--- src/websocket_frame_deframer_core_macros.svh ---
// assertion helpers shared by the deframer modules
`ifndef WEBSOCKET_FRAME_DEFRAMER_CORE_MACROS_SVH
`define WEBSOCKET_FRAME_DEFRAMER_CORE_MACROS_SVH

`ifndef SYNTH
// same-cycle implication, checked outside reset
`define WSFD_ASSERT_NOW(lbl, clk, rstn, ante, cons, msg) \
  lbl: assert property (@(posedge clk) disable iff (!rstn) (ante) |-> (cons)) \
    else $error(msg);
// next-cycle implication, checked outside reset
`define WSFD_ASSERT_NEXT(lbl, clk, rstn, ante, cons, msg) \
  lbl: assert property (@(posedge clk) disable iff (!rstn) (ante) |=> (cons)) \
    else $error(msg);
`else
`define WSFD_ASSERT_NOW(lbl, clk, rstn, ante, cons, msg)
`define WSFD_ASSERT_NEXT(lbl, clk, rstn, ante, cons, msg)
`endif

`endif

--- src/wsfd_pkg.sv ---
package wsfd_pkg;

  // result kinds
  localparam logic [1:0] KIND_DATA  = 2'd0;
  localparam logic [1:0] KIND_EMPTY = 2'd1;
  localparam logic [1:0] KIND_ERROR = 2'd2;

  // frame kinds
  localparam logic [2:0] FK_OTHER = 3'd0;
  localparam logic [2:0] FK_TEXT  = 3'd1;
  localparam logic [2:0] FK_CLOSE = 3'd2;
  localparam logic [2:0] FK_PING  = 3'd3;
  localparam logic [2:0] FK_PONG  = 3'd4;

  // opcodes, low nibble of the first header byte
  localparam logic [3:0] OP_TEXT  = 4'h1;
  localparam logic [3:0] OP_CLOSE = 4'h8;
  localparam logic [3:0] OP_PING  = 4'h9;
  localparam logic [3:0] OP_PONG  = 4'hA;

  // 7-bit length escapes and header byte counts
  localparam logic [6:0] LEN_EXT16   = 7'd126;
  localparam logic [6:0] LEN_EXT64   = 7'd127;
  localparam logic [3:0] EXT16_BYTES = 4'd2;
  localparam logic [3:0] EXT64_BYTES = 4'd8;
  localparam logic [3:0] KEY_BYTES   = 4'd4;

  // one classified beat between the parser and the output stage
  typedef struct packed {
    logic [1:0] kind;
    logic [2:0] frame_kind;
    logic [7:0] data;
    logic [7:0] key;
    logic       last;
  } item_t;

  function automatic logic [2:0] decode_kind(input logic [7:0] b);
    logic [2:0] fk;
    case (b[3:0])
      OP_TEXT:  fk = FK_TEXT;
      OP_CLOSE: fk = FK_CLOSE;
      OP_PING:  fk = FK_PING;
      OP_PONG:  fk = FK_PONG;
      default:  fk = FK_OTHER;
    endcase
    return fk;
  endfunction

endpackage

--- src/wsfd_front.sv ---
`include "websocket_frame_deframer_core_macros.svh"

module wsfd_front import wsfd_pkg::*; (
  input  logic       clk_i,
  input  logic       rst_ni,
  input  logic       accept_i,
  input  logic [7:0] rx_byte_i,
  output logic       push_o,
  output item_t      push_item_o
);

  typedef enum logic [4:0] {
    ST_HDR0 = 5'b00001,
    ST_HDR1 = 5'b00010,
    ST_EXT  = 5'b00100,
    ST_MASK = 5'b01000,
    ST_DATA = 5'b10000
  } state_e;

  state_e      state_q, state_d;
  logic [3:0]  cnt_q, cnt_d;
  logic [63:0] left_q, left_d;
  logic [31:0] key_q, key_d;
  logic [1:0]  midx_q, midx_d;
  logic [2:0]  fcode_q, fcode_d;
  logic        masked_q, masked_d;
  logic        halted_q, halted_d;

  logic [3:0]  cnt_dec;
  logic [63:0] left_shift;
  logic [63:0] left_dec;
  logic [6:0]  len7;
  logic [7:0]  key_byte;

  assign cnt_dec    = cnt_q - 4'd1;
  assign left_shift = {left_q[55:0], rx_byte_i};
  assign left_dec   = left_q - 64'd1;
  assign len7       = rx_byte_i[6:0];

  // mask byte for the current payload position, first key byte first
  always_comb begin
    case (midx_q)
      2'd0:    key_byte = key_q[31:24];
      2'd1:    key_byte = key_q[23:16];
      2'd2:    key_byte = key_q[15:8];
      default: key_byte = key_q[7:0];
    endcase
    if (!masked_q) key_byte = 8'd0;
  end

  // header parser and payload counter
  always_comb begin
    state_d     = state_q;
    cnt_d       = cnt_q;
    left_d      = left_q;
    key_d       = key_q;
    midx_d      = midx_q;
    fcode_d     = fcode_q;
    masked_d    = masked_q;
    halted_d    = halted_q;
    push_o      = 1'b0;
    push_item_o = '{kind: KIND_EMPTY, frame_kind: fcode_q, data: 8'd0, key: 8'd0,
                    last: 1'b1};
    if (accept_i && !halted_q) begin
      unique case (state_q)
        ST_HDR1: begin
          masked_d = rx_byte_i[7];
          left_d   = '0;
          if (len7 == LEN_EXT16) begin
            state_d = ST_EXT;
            cnt_d   = EXT16_BYTES;
          end else if (len7 == LEN_EXT64) begin
            state_d = ST_EXT;
            cnt_d   = EXT64_BYTES;
          end else begin
            left_d = 64'(len7);
            key_d  = '0;
            if (rx_byte_i[7]) begin
              state_d = ST_MASK;
              cnt_d   = KEY_BYTES;
            end else begin
              midx_d = 2'd0;
              if (len7 == 7'd0) begin
                state_d = ST_HDR0;
                push_o  = 1'b1;
              end else begin
                state_d = ST_DATA;
              end
            end
          end
        end
        ST_EXT: begin
          left_d = left_shift;
          cnt_d  = cnt_dec;
          if (cnt_dec == 4'd0) begin
            key_d = '0;
            if (masked_q) begin
              state_d = ST_MASK;
              cnt_d   = KEY_BYTES;
            end else begin
              midx_d = 2'd0;
              if (left_shift == 64'd0) begin
                state_d = ST_HDR0;
                push_o  = 1'b1;
              end else begin
                state_d = ST_DATA;
              end
            end
          end
        end
        ST_MASK: begin
          key_d = {key_q[23:0], rx_byte_i};
          cnt_d = cnt_dec;
          if (cnt_dec == 4'd0) begin
            midx_d = 2'd0;
            if (left_q == 64'd0) begin
              state_d = ST_HDR0;
              push_o  = 1'b1;
            end else begin
              state_d = ST_DATA;
            end
          end
        end
        ST_DATA: begin
          midx_d      = midx_q + 2'd1;
          left_d      = left_dec;
          push_o      = 1'b1;
          push_item_o = '{kind: KIND_DATA, frame_kind: fcode_q, data: rx_byte_i,
                          key: key_byte, last: (left_dec == 64'd0)};
          if (left_dec == 64'd0) state_d = ST_HDR0;
        end
        default: begin
          // first header byte, also the recovery path for a corrupt state
          state_d = ST_HDR0;
          if (!rx_byte_i[7]) begin
            halted_d    = 1'b1;
            push_o      = 1'b1;
            push_item_o = '{kind: KIND_ERROR, frame_kind: decode_kind(rx_byte_i),
                            data: 8'd0, key: 8'd0, last: 1'b1};
          end else begin
            fcode_d = decode_kind(rx_byte_i);
            state_d = ST_HDR1;
            cnt_d   = 4'd0;
          end
        end
      endcase
    end
  end

  // parser state
  always_ff @(posedge clk_i or negedge rst_ni) begin
    if (!rst_ni) begin
      state_q  <= ST_HDR0;
      cnt_q    <= '0;
      left_q   <= '0;
      key_q    <= '0;
      midx_q   <= '0;
      fcode_q  <= '0;
      masked_q <= 1'b0;
      halted_q <= 1'b0;
    end else begin
      state_q  <= state_d;
      cnt_q    <= cnt_d;
      left_q   <= left_d;
      key_q    <= key_d;
      midx_q   <= midx_d;
      fcode_q  <= fcode_d;
      masked_q <= masked_d;
      halted_q <= halted_d;
    end
  end

  // an error halts the parser for good and nothing follows it
  `WSFD_ASSERT_NEXT(a_halt_sticky, clk_i, rst_ni, halted_q, halted_q, "halt cleared")
  `WSFD_ASSERT_NOW(a_halt_quiet, clk_i, rst_ni, halted_q, !push_o, "beat after halt")

endmodule

--- src/wsfd_queue.sv ---
`include "websocket_frame_deframer_core_macros.svh"

module wsfd_queue import wsfd_pkg::*; #(
  parameter int unsigned DEPTH = 2
) (
  input  logic  clk_i,
  input  logic  rst_ni,
  input  logic  push_i,
  input  item_t push_item_i,
  output logic  full_o,
  input  logic  pop_i,
  output logic  valid_o,
  output item_t head_o
);

  localparam int unsigned PW = (DEPTH > 1) ? $clog2(DEPTH) : 1;
  localparam int unsigned CW = $clog2(DEPTH + 1);

  item_t         mem_q [DEPTH];
  logic [PW-1:0] wr_ptr_q, rd_ptr_q;
  logic [CW-1:0] cnt_q;
  logic          do_push, do_pop;

  assign full_o  = (cnt_q == CW'(DEPTH));
  assign valid_o = (cnt_q != '0);
  assign head_o  = mem_q[rd_ptr_q];
  assign do_push = push_i && !full_o;
  assign do_pop  = pop_i && valid_o;

  // entry storage
  always_ff @(posedge clk_i) begin
    if (do_push) mem_q[wr_ptr_q] <= push_item_i;
  end

  // pointers and fill count
  always_ff @(posedge clk_i or negedge rst_ni) begin
    if (!rst_ni) begin
      wr_ptr_q <= '0;
      rd_ptr_q <= '0;
      cnt_q    <= '0;
    end else begin
      if (do_push) begin
        wr_ptr_q <= (wr_ptr_q == PW'(DEPTH - 1)) ? '0 : wr_ptr_q + 1'b1;
      end
      if (do_pop) begin
        rd_ptr_q <= (rd_ptr_q == PW'(DEPTH - 1)) ? '0 : rd_ptr_q + 1'b1;
      end
      if (do_push && !do_pop) begin
        cnt_q <= cnt_q + 1'b1;
      end else if (do_pop && !do_push) begin
        cnt_q <= cnt_q - 1'b1;
      end
    end
  end

  // the parser must never push into a full queue
  `WSFD_ASSERT_NOW(a_no_overflow, clk_i, rst_ni, push_i, !full_o, "push while full")
  `WSFD_ASSERT_NOW(a_cnt_range, clk_i, rst_ni, 1'b1, cnt_q <= CW'(DEPTH), "count overrun")

endmodule

--- src/wsfd_back.sv ---
`include "websocket_frame_deframer_core_macros.svh"

module wsfd_back import wsfd_pkg::*; (
  input  logic       clk_i,
  input  logic       rst_ni,
  input  logic       valid_i,
  input  item_t      item_i,
  output logic       pop_o,
  output logic       out_valid_o,
  input  logic       out_stall_i,
  output logic [1:0] kind_o,
  output logic [2:0] frame_kind_o,
  output logic [7:0] payload_byte_o,
  output logic       last_o
);

  logic       valid_q;
  logic [1:0] kind_q;
  logic [2:0] fk_q;
  logic [7:0] byte_q;
  logic       last_q;
  logic       take;

  // output register is free when empty or being taken this cycle
  assign take  = !valid_q || !out_stall_i;
  assign pop_o = valid_i && take;

  always_ff @(posedge clk_i or negedge rst_ni) begin
    if (!rst_ni) begin
      valid_q <= 1'b0;
    end else if (take) begin
      valid_q <= valid_i;
    end
  end

  // unmask and load the result beat
  always_ff @(posedge clk_i) begin
    if (pop_o) begin
      kind_q <= item_i.kind;
      fk_q   <= item_i.frame_kind;
      byte_q <= item_i.data ^ item_i.key;
      last_q <= item_i.last;
    end
  end

  assign out_valid_o    = valid_q;
  assign kind_o         = kind_q;
  assign frame_kind_o   = fk_q;
  assign payload_byte_o = byte_q;
  assign last_o         = last_q;

  `WSFD_ASSERT_NEXT(a_pop_shows, clk_i, rst_ni, pop_o, valid_q, "popped beat lost")

endmodule

--- src/websocket_frame_deframer_core.sv ---
// WebSocket frame deframer.
// Input channel: one received byte per beat on rx_byte_i, accepted at a rising
// edge with in_valid_i high and in_stall_o low. The parser decodes FIN, opcode,
// mask bit, 7/16/64-bit payload length and the 4-byte mask key.
// Output channel: one result beat (kind_o, frame_kind_o, payload_byte_o, last_o),
// taken at an edge with out_valid_o high and out_stall_i low. Payload bytes come
// out unmasked; an empty frame gives one end beat; a first header byte without
// FIN gives an error beat, after which all input is swallowed until reset.
// Header bytes give no beat otherwise.
// The accepting edge writes the byte's beat into the queue; the output register
// loads it from the queue head once that register is empty or being taken.
// Throughput: one byte per clock while in_stall_o stays low, one parser step per byte.
// A two-entry queue sits between parser and output register; when the receiver
// stalls, the queue fills and in_stall_o rises once it is full.
// Reset (rst_ni low, asynchronous) returns the parser to the first header byte,
// clears the halt and empties the queue and the output register.
module websocket_frame_deframer_core import wsfd_pkg::*; #(
  parameter int unsigned QUEUE_DEPTH = 2
) (
  input  logic       clk_i,
  input  logic       rst_ni,
  input  logic       in_valid_i,
  output logic       in_stall_o,
  input  logic [7:0] rx_byte_i,
  output logic       out_valid_o,
  input  logic       out_stall_i,
  output logic [1:0] kind_o,
  output logic [2:0] frame_kind_o,
  output logic [7:0] payload_byte_o,
  output logic       last_o
);

  logic  q_full, q_valid, q_pop, push;
  item_t push_item, head;

  assign in_stall_o = q_full;

  // parser
  wsfd_front u_front (
    .clk_i       (clk_i),
    .rst_ni      (rst_ni),
    .accept_i    (in_valid_i && !q_full),
    .rx_byte_i   (rx_byte_i),
    .push_o      (push),
    .push_item_o (push_item)
  );

  // decoupling queue
  wsfd_queue #(
    .DEPTH (QUEUE_DEPTH)
  ) u_queue (
    .clk_i       (clk_i),
    .rst_ni      (rst_ni),
    .push_i      (push),
    .push_item_i (push_item),
    .full_o      (q_full),
    .pop_i       (q_pop),
    .valid_o     (q_valid),
    .head_o      (head)
  );

  // unmask and output stage
  wsfd_back u_back (
    .clk_i          (clk_i),
    .rst_ni         (rst_ni),
    .valid_i        (q_valid),
    .item_i         (head),
    .pop_o          (q_pop),
    .out_valid_o    (out_valid_o),
    .out_stall_i    (out_stall_i),
    .kind_o         (kind_o),
    .frame_kind_o   (frame_kind_o),
    .payload_byte_o (payload_byte_o),
    .last_o         (last_o)
  );

endmodule

--- config.mk ---
export PLATFORM = sky130hd
export DESIGN_NAME = websocket_frame_deframer_core
export DESIGN_NICKNAME = d
export VERILOG_FILES = /design/src/wsfd_pkg.sv /design/src/wsfd_front.sv /design/src/wsfd_queue.sv /design/src/wsfd_back.sv /design/src/websocket_frame_deframer_core.sv
export VERILOG_INCLUDE_DIRS = /design/src /design/src/src
export SDC_FILE = /design/constraint.sdc
export NUM_CORES = 1
export LEC_CHECK = 0
export BUFFER_PORTS_ARGS = -buffer_cell sky130_fd_sc_hd__buf_2
export CAP_MARGIN = 40
export CORE_MARGIN = 2
export CORE_UTILIZATION = 57
export DETAILED_ROUTE_END_ITERATION = 10
export HOLD_SLACK_MARGIN = 0.02
export MAX_ROUTING_LAYER = met4
export PLACE_DENSITY = 0.77
export SLEW_MARGIN = 0
export SYNTH_ARGS = -nofsm -noshare
export SYNTH_HDL_FRONTEND = slang
export SYNTH_SLANG_ARGS = --single-unit
--- constraint.sdc ---
create_clock -name clk_i -period 3.4 [get_ports clk_i]
set_input_delay 0.17 -clock clk_i [delete_from_list [all_inputs] [get_ports clk_i]]
set_output_delay 0.17 -clock clk_i [all_outputs]
set_load 0.03 [all_outputs]
==> metrics.csv <==
metric,value,unit
status,finished clean,
part of the Yosys area used for sequential elements,47.7,%
Post-DRT Antenna Nets,0,
Residual DRC,0,
"Top FF cell, synth",dfrtp_1,
Worst EP arrival,3.49,ns
worst hold path depth,3,
Setup crit start kind,flip-flop,
number of port buffers,27,
layout-stage area growth over the synthesis result,14.9,%
GR Util All Layers,32.2,%
clock edge transition at the registers on the reported setup and hold paths,0.08,ns
most instantiated library cell after synthesis,o21ai_0,
total wirelength of the detailed-routed design,27.5,mm
final hold violation count,0,
HPWL after detailed placement,19.0,mm
endpoint of the worst hold-timing path,u_front.key_q[1]$_DFFE_PN0P_,
fill cell count,1323,
minimum clock period after layout,3.22,ns
required time of the critical path,3.67,ns
final total power,7.37,mW
path category of the worst min-delay check,primary input to flip-flop,
final sum of negative setup slack,0,ns
worst clock skew,0.0104,ns
ant diodes,0,
post-synth net total,1111,
synthesized flop and latch total,175,
Pwr Density,656,mW/mm^2
clock latency on the worst-skew pair,0.45,ns
worst r2r src,u_front.left_q[6]$_DFFE_PN0P_,
register-to-register setup slack,0.18,ns
number of antenna violations at the first check in global routing,1,
GPL Wtd Cong,0.959,
peak supply drop,0.477,mV
number of enable-type register cells in the synthesized netlist,58,
max_slew headroom,39.1,%
placement row count,47,
number of clock sinks,175,
initial DRC count,1116,
leakage power total,4.42,nW
total of warnings raised by yosys,0,
Hold Path Origin,rx_byte_i[1],
CTS root buffer,clkbuf_16,
detailed-route wire length per cell,20.1,um
share of synthesized flip-flops with an asynchronous set or reset,66.9,%
maximum operating frequency,311,MHz
global-route congestion overflow total,0,
reg2reg path depth,8,
Crit Path Class,flip-flop to flip-flop,
ratio of cells with drive above 1 in the final layout,15.5,%
post-layout net count,1160,
wire length of the first global-routing pass,44.2,mm
total count of max-transition violations in the final report,0,
TritonCTS clock tree,done,
Post-Synthesis Cell Area,0.00978,sq mm
max-cap violation count,0,
Vert. Die Dim,135,um
biggest fanout along the worst timing path,10,
Unique masters post-synth,67,
fraction of synthesized cell area taken by the top area cell type,29.7,%
clock buffer count from CTS,17,
core region area,0.0167,sq mm
vias in the first global route,8192,
leading area contributor after synthesis,dfrtp_1,
RSZ-0062 raised after global routing,false,
Max clock buf depth,2,
starting density of the core,58.6,%
via density per instance,6.46,
fin worst setup slack,0.184,ns
largest net degree at the start of global routing,118,
setup repair bufs after CTS,0,
count of TritonRoute iterations in the first routing pass,7,
I/O Pins,28,
CP endpoint kind,flip-flop,
Critical R2R Capture,u_queue.mem_q[0][0]$_DFFE_PP_,
pre-CTS setup slack,0.132,ns
die width,135,um
worst slew pin tran,0.891,ns
fin crit share,94.6,%
total via count after detailed routing,8861,
synthesized instance count,1089,
Post-Synthesis Mean Instance Area,8.98,sq um
Synth top cells by count,"o21ai_0, nand2_1, dfrtp_1, nor2_1, a21oi_1",
maximum level of the CTS H-tree,4,
largest cells by area after synthesis,"dfrtp_1, edfxtp_1, o21ai_0",
area enclosed by the die boundary,0.0182,sq mm
setup violators final,0,
"Core Util, Final",67.3,%
## state kept, by name, indices dropped and copies added (netlist names)
name                   flops
u_back.kind_o              2
u_front.left_q            64
u_front.state_q            5
u_back.frame_kind_o        3
u_back.out_valid_o         1
u_back.payload_byte_o      8
u_front.midx_q             2
u_back.last_o              1
u_front.masked_q           1
u_queue.rd_ptr_q           1
u_queue.mem_q             44
u_queue.cnt_q              2
u_front.key_q             32
u_queue.wr_ptr_q           1
u_front.halted_q           1
u_front.cnt_q              4
u_front.fcode_q            3
## per-stage QoR
stage,hold WS [ns],cell area [sq um],instances
detailed placement,0.319,10600,1337
finish,0.0393,11200,1371
global route,0.0572,11200,1371
CTS,0.0382,11200,1371
global placement,0.316,10600,1337
floorplan,-0.126,9780,1089
## timing repair
action,CTS,global route
gates resized for setup,0,6
endpoints found under the setup margin,0,4
hold buffers,2,0
endpoints found under the hold margin,117,0
## power by group
group	switching, mW	internal, mW
logic	1.61	0.832
clock network	1.00	1.01
registers	0.367	2.56
## cells in the final DEF, fill, tap and decap left out, drive strengths merged, types with 3 or more instances in the layout
master,n
a21oi,66
a221oi,6
a222oi,8
a22oi,17
a31oi,5
a32oi,9
and2,12
and3,9
and4,3
buf,103
clkbuf,17
clkinv,11
dfrtp,116
edfxtp,58
ha,10
inv,29
mux2,9
nand2,143
nand3,24
nand4,15
nand4b,4
nor2,99
nor2b,5
nor3,46
nor3b,8
nor4,28
o2111ai,5
o21ai,153
o22ai,13
o31a,5
o31ai,8
or2,6
or3,11
or3b,3
or4,10
xnor2,26
xor2,19
## how the worst max path moves through the flow
stage | startpoint | to | slack (ns) | cells after the start
2_1_floorplan | u_front.left_q[57]$_DFFE_PN0P_ | u_queue.mem_q[0][0]$_DFFE_PP_ | 0.16 | 6
6_report | u_front.left_q[6]$_DFFE_PN0P_ | u_queue.mem_q[0][0]$_DFFE_PP_ | 0.18 | 8
5_1_grt | u_front.left_q[6]$_DFFE_PN0P_ | u_queue.mem_q[0][0]$_DFFE_PP_ | 0.02 | 8
3_3_place_gp | u_front.left_q[1]$_DFFE_PN0P_ | u_queue.mem_q[0][0]$_DFFE_PP_ | 0.24 | 10
3_5_place_dp | u_front.left_q[1]$_DFFE_PN0P_ | u_queue.mem_q[0][0]$_DFFE_PP_ | 0.13 | 10
4_1_cts | u_front.left_q[1]$_DFFE_PN0P_ | u_queue.mem_q[0][0]$_DFFE_PP_ | 0.06 | 10
## critical path, cell delays in order (launching register included)
cell and delay (ns):
dfrtp_1 0.41, nor4_4 0.57, and4_1 0.54, nand2_1 0.15, o31ai_1 0.36, nand4_1 0.21
nor4_4 0.31, nand4_1 0.21, o31ai_2 0.28
## final cells by class
cell class              instances  area (sq um)  share of cell area [%]
clock buffers                  17           425                    3.78
clock inverters                15           204                    1.81
inverters                      25          93.8                   0.835
multi-input cells             814          4790                    42.6
flip-flops and latches        175          4670                    41.5
well taps                     220           275                    2.45
repair buffers                105           778                    6.92
## routing by layer
metal	vias to the layer above	routed length, um	global-route usage, %
met2	486	12600	47.9
met1	4205	11400	44.4
met3	92	2570	6.04
met5	-	0	-
li1	4078	-	-
met4	0	875	12.3
## cells by family (layout without fill, tap and decap cells)
family,count (synthesis),count (layout),synth area share (%)
AO/OA/AOI/OAI,316,316,19.2
adder cells (fa/ha/maj),10,10,1.28
AND/OR/NAND/NOR,432,432,22.5
XOR/XNOR,45,45,4.03
buffers and inverters,100,162,3.99
flip-flops,175,175,47.7
multiplexers,11,11,1.24
Note: power is estimated with default switching activity, not from simulation.
